[config.mk]
export PLATFORM = sky130hd
export DESIGN_NAME = dual_hbridge_ramp_pwm_core
export DESIGN_NICKNAME = d
export VERILOG_FILES = /design/src/rtl/dhrp_pkg.sv /design/src/rtl/dual_hbridge_ramp_pwm_core.sv
export SDC_FILE = /design/constraint.sdc
export NUM_CORES = 2
export LEC_CHECK = 0
export BUFFER_PORTS_ARGS = -buffer_cell sky130_fd_sc_hd__buf_4
export CAP_MARGIN = 20
export CORE_MARGIN = 3
export CORE_UTILIZATION = 30
export DETAILED_ROUTE_END_ITERATION = 12
export PLACE_DENSITY = 0.49
export SETUP_SLACK_MARGIN = 0.4
export SLEW_MARGIN = 5
export SYNTH_ARGS = -nofsm -noshare
export SYNTH_HDL_FRONTEND = slang
export SYNTH_SLANG_ARGS = --single-unit
[constraint.sdc]
create_clock -name clk -period 8.35 [get_ports clk]
set_input_delay 0.4175 -clock clk [delete_from_list [all_inputs] [get_ports clk]]
set_output_delay 0.4175 -clock clk [all_outputs]
set_load 0.01 [all_outputs]
[src/rtl/dhrp_pkg.sv]
`timescale 1ns / 1ps
// ----------------------------------------------------------------------------
// dhrp_pkg
// Shared constants, codes and types of the dual H-bridge ramp PWM core.
// ----------------------------------------------------------------------------
package dhrp_pkg;

  // Motors fitted (1..2); the port set always carries two motor slots.
  localparam int NUM_MOTORS  = 2;
  localparam int MOTOR_SLOTS = 2;

  // Config register indexes
  localparam logic [0:0] REG_STEP_SIZE  = 1'd0;
  localparam logic [0:0] REG_PWM_PERIOD = 1'd1;

  // Command codes
  localparam logic [1:0] CMD_SET_TARGET = 2'd0;
  localparam logic [1:0] CMD_STOP       = 2'd1;
  localparam logic [1:0] CMD_RAMP       = 2'd2;
  localparam logic [1:0] CMD_LIMIT      = 2'd3;

  // Direction codes
  localparam logic [1:0] DIR_STOP = 2'd0;
  localparam logic [1:0] DIR_FWD  = 2'd1;
  localparam logic [1:0] DIR_REV  = 2'd2;

  // Per-motor compare actions handed down the pipe
  localparam logic [1:0] ACT_KEEP = 2'd0;
  localparam logic [1:0] ACT_ZERO = 2'd1;
  localparam logic [1:0] ACT_LOAD = 2'd2;

  // Register resets and limits
  localparam logic [3:0]  STEP_RESET     = 4'd2;
  localparam logic [3:0]  STEP_MIN       = 4'd1;
  localparam logic [3:0]  STEP_MAX       = 4'd10;
  localparam logic [15:0] PERIOD_RESET   = 16'd999;
  localparam logic [9:0]  PERIOD_Q_RESET = 10'd9;   // 999 / 100

  localparam logic signed [7:0] SPEED_MAX = 8'sd100;
  localparam logic signed [7:0] SPEED_MIN = -8'sd100;

  // Reciprocals of 100: exact for a 16-bit period and for a remainder product < 10000
  localparam logic [16:0] RECIP_P       = 17'd83887;
  localparam int          RECIP_P_SHIFT = 23;
  localparam logic [12:0] RECIP_R       = 13'd5243;
  localparam int          RECIP_R_SHIFT = 19;

  // Result queue
  localparam int QUEUE_DEPTH = 4;
  localparam int QUEUE_AW    = $clog2(QUEUE_DEPTH);

  typedef struct packed {
    logic [1:0] code;
    logic       neg;
    logic [6:0] mag;
  } act_t;

  typedef struct packed {
    logic [3:0][15:0] cmp;   // motor*2 + leg, leg 0 forward
    logic [1:0][7:0]  spd;
    logic [1:0][1:0]  dir;
  } result_t;

  function automatic logic [1:0] sign_code(input logic signed [7:0] v);
    logic [1:0] code;
    code = DIR_STOP;
    if (v > 8'sd0) begin
      code = DIR_FWD;
    end else if (v < 8'sd0) begin
      code = DIR_REV;
    end
    return code;
  endfunction

endpackage

[src/rtl/dual_hbridge_ramp_pwm_core.sv]
`timescale 1ns / 1ps
// ----------------------------------------------------------------------------
// dual_hbridge_ramp_pwm_core
// Two-motor H-bridge speed ramp with per-leg PWM compare generation.
// ----------------------------------------------------------------------------
//
//  channel  | handshake              | payload
//  ---------+------------------------+------------------------------------------
//  config   | cfg_we                 | cfg_idx, cfg_wdata
//  command  | cmd_valid / cmd_stall  | cmd, motor_select, target_percent, limits
//  result   | res_valid / res_stall  | compares, speeds, directions
//
//  One command transaction per cycle while cmd_stall is low. A result passes
//  through the speed/goal/direction update at accept, then the |speed| x
//  period multiply, then the divide-by-100 correction and compare update.
//  A four-entry result queue decouples the two sides; cmd_stall rises only
//  when the queue plus the two in-flight stages would overflow it.
//  rst is synchronous: all speeds, goals, directions, compares and the
//  queue clear; step_size returns to 2 and pwm_period to 999.
//
module dual_hbridge_ramp_pwm_core (
  input  logic              clk,
  input  logic              rst,
  // config write port
  input  logic              cfg_we,
  input  logic [0:0]        cfg_idx,
  input  logic [15:0]       cfg_wdata,
  // command channel
  input  logic              cmd_valid,
  output logic              cmd_stall,
  input  logic [1:0]        cmd,
  input  logic              motor_select,
  input  logic signed [7:0] target_percent,
  input  logic              fwd_limit_a_n,
  input  logic              fwd_limit_b_n,
  input  logic              rev_limit_n,
  input  logic              estop_n,
  // result channel
  output logic              res_valid,
  input  logic              res_stall,
  output logic [15:0]       fwd_compare_m1,
  output logic [15:0]       rev_compare_m1,
  output logic [15:0]       fwd_compare_m2,
  output logic [15:0]       rev_compare_m2,
  output logic signed [7:0] speed_m1,
  output logic signed [7:0] speed_m2,
  output logic [1:0]        dir_m1,
  output logic [1:0]        dir_m2
);
  import dhrp_pkg::*;

  // --------------------------------------------------------------------------
  // Config registers. The period is kept also as its quotient by 100; the
  // remainder follows from the two, so |speed|*period/100 needs only narrow
  // products later.
  // --------------------------------------------------------------------------
  logic [3:0]  step_size;
  logic [15:0] pwm_period;
  logic [9:0]  period_q;
  logic [6:0]  period_r;
  logic [32:0] q_prod;
  logic [16:0] q_times_100;

  assign q_prod      = 33'(cfg_wdata) * 33'(RECIP_P);
  assign q_times_100 = 17'(period_q) * 17'd100;
  assign period_r    = 7'(pwm_period - q_times_100[15:0]);

  always_ff @(posedge clk) begin
    if (rst) begin
      step_size  <= STEP_RESET;
      pwm_period <= PERIOD_RESET;
      period_q   <= PERIOD_Q_RESET;
    end else begin
      if (cfg_we && cfg_idx == REG_STEP_SIZE &&
          cfg_wdata[3:0] >= STEP_MIN && cfg_wdata[3:0] <= STEP_MAX) begin
        step_size <= cfg_wdata[3:0];
      end
      if (cfg_we && cfg_idx == REG_PWM_PERIOD) begin
        pwm_period <= cfg_wdata;
        period_q   <= q_prod[RECIP_P_SHIFT+9:RECIP_P_SHIFT];
      end
    end
  end

  // --------------------------------------------------------------------------
  // Stage 0: motor state update at accept
  // --------------------------------------------------------------------------
  logic cmd_acc;
  assign cmd_acc = cmd_valid && !cmd_stall;

  logic signed [7:0] speed    [MOTOR_SLOTS];
  logic signed [7:0] goal     [MOTOR_SLOTS];
  logic [1:0]        dir      [MOTOR_SLOTS];
  logic signed [7:0] speed_next[MOTOR_SLOTS];
  logic signed [7:0] goal_next[MOTOR_SLOTS];
  logic [1:0]        dir_next [MOTOR_SLOTS];
  act_t              act_next [MOTOR_SLOTS];
  logic signed [8:0] ramp_up  [MOTOR_SLOTS];
  logic signed [8:0] ramp_dn  [MOTOR_SLOTS];
  logic signed [7:0] ramp_nxt [MOTOR_SLOTS];
  logic              limit_hit[MOTOR_SLOTS];
  logic signed [7:0] tgt_clamp;

  assign tgt_clamp = (target_percent > SPEED_MAX) ? SPEED_MAX :
                     (target_percent < SPEED_MIN) ? SPEED_MIN : target_percent;

  always_comb begin
    for (int m = 0; m < MOTOR_SLOTS; m++) begin
      // one step toward the goal, never past it
      ramp_up[m] = 9'(speed[m]) + $signed({5'b0, step_size});
      ramp_dn[m] = 9'(speed[m]) - $signed({5'b0, step_size});
      if (goal[m] > speed[m]) begin
        ramp_nxt[m] = (ramp_up[m] > 9'(goal[m])) ? goal[m] : 8'(ramp_up[m]);
      end else begin
        ramp_nxt[m] = (ramp_dn[m] < 9'(goal[m])) ? goal[m] : 8'(ramp_dn[m]);
      end
      // travel limit in the direction of motion, or e-stop
      limit_hit[m] = !estop_n ||
                     ((speed[m] > 8'sd0) ? (!fwd_limit_a_n || !fwd_limit_b_n)
                                         : !rev_limit_n);

      speed_next[m] = speed[m];
      goal_next[m]  = goal[m];
      dir_next[m]   = dir[m];
      act_next[m]   = '{code: ACT_KEEP, neg: 1'b0, mag: 7'd0};

      if (m < NUM_MOTORS) begin
        case (cmd)
          CMD_SET_TARGET: begin
            if (int'(motor_select) == m) begin
              goal_next[m] = tgt_clamp;
              dir_next[m]  = sign_code(tgt_clamp);
            end
          end
          CMD_STOP: begin
            if (int'(motor_select) == m) begin
              speed_next[m]    = 8'sd0;
              goal_next[m]     = 8'sd0;
              dir_next[m]      = DIR_STOP;
              act_next[m].code = ACT_ZERO;
            end
          end
          CMD_RAMP: begin
            // a motor already at its goal keeps compares and direction
            if (speed[m] != goal[m]) begin
              speed_next[m]    = ramp_nxt[m];
              dir_next[m]      = sign_code(ramp_nxt[m]);
              act_next[m].code = ACT_LOAD;
              act_next[m].neg  = ramp_nxt[m][7];
              act_next[m].mag  = ramp_nxt[m][7] ? 7'(-ramp_nxt[m]) : ramp_nxt[m][6:0];
            end
          end
          CMD_LIMIT: begin
            // a motor at rest is skipped, even with a nonzero goal
            if (speed[m] != 8'sd0 && limit_hit[m]) begin
              speed_next[m]    = 8'sd0;
              goal_next[m]     = 8'sd0;
              dir_next[m]      = DIR_STOP;
              act_next[m].code = ACT_ZERO;
            end
          end
          default: ;
        endcase
      end
    end
  end

  always_ff @(posedge clk) begin
    if (rst) begin
      for (int m = 0; m < MOTOR_SLOTS; m++) begin
        speed[m] <= 8'sd0;
        goal[m]  <= 8'sd0;
        dir[m]   <= DIR_STOP;
      end
    end else if (cmd_acc) begin
      for (int m = 0; m < MOTOR_SLOTS; m++) begin
        speed[m] <= speed_next[m];
        goal[m]  <= goal_next[m];
        dir[m]   <= dir_next[m];
      end
    end
  end

  // --------------------------------------------------------------------------
  // Stage 1 -> 2: compare actions and the state snapshot travel with the
  // transaction so later compare writes land in command order.
  // --------------------------------------------------------------------------
  logic              s1_valid;
  act_t              s1_act[MOTOR_SLOTS];
  logic [1:0][7:0]   s1_spd;
  logic [1:0][1:0]   s1_dir;

  logic              s2_valid;
  logic [1:0]        s2_code[MOTOR_SLOTS];
  logic              s2_neg [MOTOR_SLOTS];
  logic [16:0]       s2_mq  [MOTOR_SLOTS];
  logic [13:0]       s2_mr  [MOTOR_SLOTS];
  logic [1:0][7:0]   s2_spd;
  logic [1:0][1:0]   s2_dir;

  always_ff @(posedge clk) begin
    if (rst) begin
      s1_valid <= 1'b0;
      s2_valid <= 1'b0;
    end else begin
      s1_valid <= cmd_acc;
      s2_valid <= s1_valid;
    end
  end

  always_ff @(posedge clk) begin
    for (int m = 0; m < MOTOR_SLOTS; m++) begin
      s1_act[m] <= act_next[m];
      s1_spd[m] <= speed_next[m];
      s1_dir[m] <= dir_next[m];
      // |speed| * period = |speed|*q*100 + |speed|*r
      s2_code[m] <= s1_act[m].code;
      s2_neg[m]  <= s1_act[m].neg;
      s2_mq[m]   <= 17'(s1_act[m].mag) * 17'(period_q);
      s2_mr[m]   <= 14'(s1_act[m].mag) * 14'(period_r);
    end
    s2_spd <= s1_spd;
    s2_dir <= s1_dir;
  end

  // --------------------------------------------------------------------------
  // Stage 2: finish the /100 and update the leg compares
  // --------------------------------------------------------------------------
  logic [3:0][15:0] cmp;
  logic [3:0][15:0] cmp_next;
  logic [26:0]      mr_prod[MOTOR_SLOTS];
  logic [16:0]      pulse  [MOTOR_SLOTS];

  always_comb begin
    cmp_next = cmp;
    for (int m = 0; m < MOTOR_SLOTS; m++) begin
      mr_prod[m] = 27'(s2_mr[m]) * 27'(RECIP_R);
      pulse[m]   = s2_mq[m] + 17'(mr_prod[m] >> RECIP_R_SHIFT);
      case (s2_code[m])
        ACT_ZERO: begin
          cmp_next[2*m]   = 16'd0;
          cmp_next[2*m+1] = 16'd0;
        end
        ACT_LOAD: begin
          cmp_next[2*m]   = s2_neg[m] ? 16'd0 : pulse[m][15:0];
          cmp_next[2*m+1] = s2_neg[m] ? pulse[m][15:0] : 16'd0;
        end
        default: ;
      endcase
    end
  end

  always_ff @(posedge clk) begin
    if (rst) begin
      cmp <= '0;
    end else if (s2_valid) begin
      cmp <= cmp_next;
    end
  end

  // --------------------------------------------------------------------------
  // Result queue
  // --------------------------------------------------------------------------
  result_t             queue[QUEUE_DEPTH];
  logic [QUEUE_AW-1:0] wr_ptr;
  logic [QUEUE_AW-1:0] rd_ptr;
  logic [QUEUE_AW:0]   count;
  logic                push;
  logic                pop;
  logic [QUEUE_AW+1:0] pending;
  result_t             head;

  assign push    = s2_valid;
  assign pop     = res_valid && !res_stall;
  assign pending = (QUEUE_AW+2)'(count) + (QUEUE_AW+2)'(s1_valid) +
                   (QUEUE_AW+2)'(s2_valid);
  assign cmd_stall = pending >= (QUEUE_AW+2)'(QUEUE_DEPTH);
  assign res_valid = count != '0;

  always_ff @(posedge clk) begin
    if (push) begin
      queue[wr_ptr] <= '{cmp: cmp_next, spd: s2_spd, dir: s2_dir};
    end
  end

  always_ff @(posedge clk) begin
    if (rst) begin
      wr_ptr <= '0;
      rd_ptr <= '0;
      count  <= '0;
    end else begin
      if (push) begin
        wr_ptr <= wr_ptr + 1'b1;
      end
      if (pop) begin
        rd_ptr <= rd_ptr + 1'b1;
      end
      case ({push, pop})
        2'b10:   count <= count + 1'b1;
        2'b01:   count <= count - 1'b1;
        default: count <= count;
      endcase
    end
  end

  assign head           = queue[rd_ptr];
  assign fwd_compare_m1 = head.cmp[0];
  assign rev_compare_m1 = head.cmp[1];
  assign fwd_compare_m2 = head.cmp[2];
  assign rev_compare_m2 = head.cmp[3];
  assign speed_m1       = $signed(head.spd[0]);
  assign speed_m2       = $signed(head.spd[1]);
  assign dir_m1         = head.dir[0];
  assign dir_m2         = head.dir[1];

endmodule

==> run_results.csv <==
group,metric,value,unit
placed_design,routabilityCongestion,0.823,
sta,max_slew.worst_pin.slew,1.03,ns
critical_path,r2r-start,"s2_mr[0][26]",
critical_path,reg2reg_slack,1.16,ns
floorplanning,io_pins,123,
critical_path,crit_start,"s2_mr[0][26]",
floorplanning,die_w,384,µm
sta,drv_slew,0,
placed_design,pre_cts_slack,0.906,ns
cts,numCtsBuffers,61,
global_route,grt-ovfl-total,0,
synth,synthArstFlopShare,0,%
global_route,grt_max_degree,57,
synth,syn-num-nets,4677,
floorplanning,rows,138,
sta,finalSetupViolCount,0,
cts,cts_tree,"yes",
critical_path,crit_arrival,7.59,ns
synth,yosys_most_used_dff,"edfxtp_1",
route,ant_nets,0,
cts,cts_hold_buf,0,
global_route,antenna_found_initial,5,
power,ir_drop,249,µV
synth,synthTopCellsByCount,"inv_1 (615), ha_1 (568), edfxtp_1 (372)",
cts,cts_htree_levels,2,
outcome,status,"finished clean",
synth,post-synth-top-area-cell,"edfxtp_1",
placed_design,hpwl,75000,µm
critical_path,crit_fanout,7,
synth,yosys_warnings,0,
sta,whs,0.136,ns
sta,fmax,0.139,GHz
synth,synth_area_leaders,"edfxtp_1 (26%), fa_1 (17%), ha_1 (17%), dfxtp_1 (10%), inv_1 (5.4%)",
route,drt_iter0_drc,1118,
critical_path,crit_path_end,"queue[0][82]",
critical_path,critPathKind,"reg2reg",
job,drv_cap,0,
cts,clkSlewWorstSetupHoldPaths,0.06,ns
synth,postSynthCellCount,3717,
floorplanning,dieArea,147000,µm²
sta,setup_tns,0,ns
route,wl_per_cell,16.9,µm
placed_design,portBuffers,122,
cts,cts_root_buf,"clkbuf_16",
sta,fin_crit_sh,86.1,%
finish,synthToLayoutAreaGrowth,12.1,%
global_route,grt_pass1_vias,28000,
route,drc_errors,0,
hold_path,hp-class,"in2reg",
sta,rsz0062_at_grt,"false",
route,viasPerCell,4.54,
critical_path,r2r_end,"queue[0][82]",
cts,postCtsSetupBuffers,0,
floorplanning,core_area,142000,µm²
sta,setup_ws,1.16,ns
synth,yosysUniqueCellTypes,86,
critical_path,worstRegToRegCells,27,
sta,fin_skew,0.0261,ns
route,dr.pass1.iters,5,
sta,hold_violations,0,
route,num_vias,26200,
power,total_leakage_power,0.0216,µW
cts,cts.sinks,594,
synth,synth_seq_cells,594,
critical_path,cp-start-kind,"flop",
sta,slew_headroom,31.6,%
synth,synth_top_area_share,26.1,%
route,routed_wirelength,97400,µm
cts,cts_buffer_depth,3,
cts,worstSkewPairLatency,0.64,ns
critical_path,worst_setup_path_end_kind,"flop",
synth,ys_seq_area_share,36.4,%
finish,nets,4785,
finish,drive_gt1_share,9.77,%
global_route,track_usage,13.4,%
hold_path,min_path_cells,3,
sta,period_needed,7.19,ns
floorplanning,die_height,384,µm
critical_path,cp.required,8.76,ns
synth,synth_edf_count,372,
synth,synth.avg_cell_area,11.5,µm²
power,p_per_area,352,nW/µm²
synth,synth_area,42900,µm²
floorplanning,initial_core_util,30.2,%
global_route,grt_pass1_wl,157000,µm
synth,yosysMostFrequentCell,"inv_1",
## report_power, final
group | switching [µW] | internal, µW
Clock | 1190 | 1610
Sequential | 457 | 3390
Combinational | 5760 | 4510
Total | 7400 | 9510
## worst max-delay path: stages (launching register included)
cell and delay (ns):
dfxtp_1 0.56, ha_1 0.34, fa_1 0.55, fa_1 0.45
fa_1 0.49, inv_1 0.05, fa_1 0.52, inv_1 0.04
ha_1 0.22, nor4_1 0.24, o21ai_0 0.11, o21ai_0 0.32
a21boi_0 0.18, o21ai_0 0.18, nand2b_1 0.07, a21oi_1 0.17
xnor2_1 0.14, ha_1 0.18, inv_1 0.05, fa_1 0.39
o21ai_0 0.31, a31oi_1 0.19, o21bai_1 0.16, a21oi_1 0.15
nor2_1 0.14, xor2_1 0.30, nand2_1 0.08, o21ai_0 0.34
## flip-flops by register name, summed over array words and instances, names as in the netlist, 3 cells and up, named ones only
| register | count |
|---|---|
| s2_mr | 28 |
| s2_code | 4 |
| speed | 16 |
| dir | 4 |
| s2_mq | 32 |
| queue | 336 |
| pwm_period | 7 |
| count | 3 |
| s2_dir | 4 |
| s1_spd | 16 |
| goal | 16 |
| cmp | 64 |
| s1_dir | 4 |
| period_q | 10 |
| s1_act | 20 |
| step_size | 4 |
| s2_spd | 16 |
## layout by cell type (no fill, tap or decap), types with 46 or more instances in the layout
cell and count:
buf_4 144, mux4_2 84, nor2_1 163, fa_1 355, inv_1 615, a21oi_1 96, o21ai_0 86, ha_1 568
and2_1 109, clkbuf_16 62, xnor2_1 98, a22o_1 46, nand2_1 271, dfxtp_1 218, edfxtp_1 372
## per-layer routing
layer  global-route usage (%)  wire length, µm  up-vias
li1                         -                -    12800
met1                     18.6            46400    12900
met2                     22.7            46200      345
met3                     1.28             3140       92
met4                     2.54             1540        4
met5                        0               34        -
## stage by stage
stage               std cells  utilization, %  instance area, µm²  power, µW
finish                   5771            33.9               48100      16900
global route             5768            33.9               48000      19100
CTS                      5767            33.9               48000      17300
detailed placement       5651            32.4               45900      14300
global placement         5651            32.4               45900      14400
floorplan                3717               -               42900      11400
## worst min-delay path by stage
stage                      start            end  slack, ns
CTS                 cfg_wdata[3]  pwm_period[3]       0.08
finish              cfg_wdata[4]  pwm_period[4]       0.14
detailed placement  s1_act[0][7]   s2_neg[0][0]       0.31
global route        cfg_wdata[3]  pwm_period[3]       0.11
global placement       s1_dir[3]      s2_dir[3]       0.31
floorplan           s1_act[0][8]  s2_code[0][0]       0.31
## layout make-up
type / count / area (µm²)
clock buffer: 80 / 1670
tap: 1890 / 2360
clock inverter: 36 / 405
multi-input combinational: 2407 / 24600
sequential: 594 / 15600
timing repair buffer: 145 / 1090
inverter: 616 / 2310
fill: 14200 / 93700
antenna: 3 / 7.51
## repair_timing
| item | 4_1_cts | 5_1_grt |
|---|---|---|
| hold endpoints to repair | 0 | 0 |
| gates resized for setup | 0 | 5 |
| setup endpoints to repair | 0 | 51 |
## kinds of logic (layout without fill, tap and decap cells)
logic type | count (synthesis) | after routing | synth area share, %
buffers and inverters | 716 | 877 | 6.28
muxes | 131 | 131 | 5.55
DFF | 594 | 594 | 36.4
xor gates and xnor gates | 139 | 139 | 2.84
and+or+nand+nor | 782 | 782 | 8.85
AOI/OAI and AO/OA | 432 | 432 | 6.88
other | 0 | 3 | 0
adders and majority gates | 923 | 923 | 33.2
No activity file was read; power rests on OpenSTA's default activity.
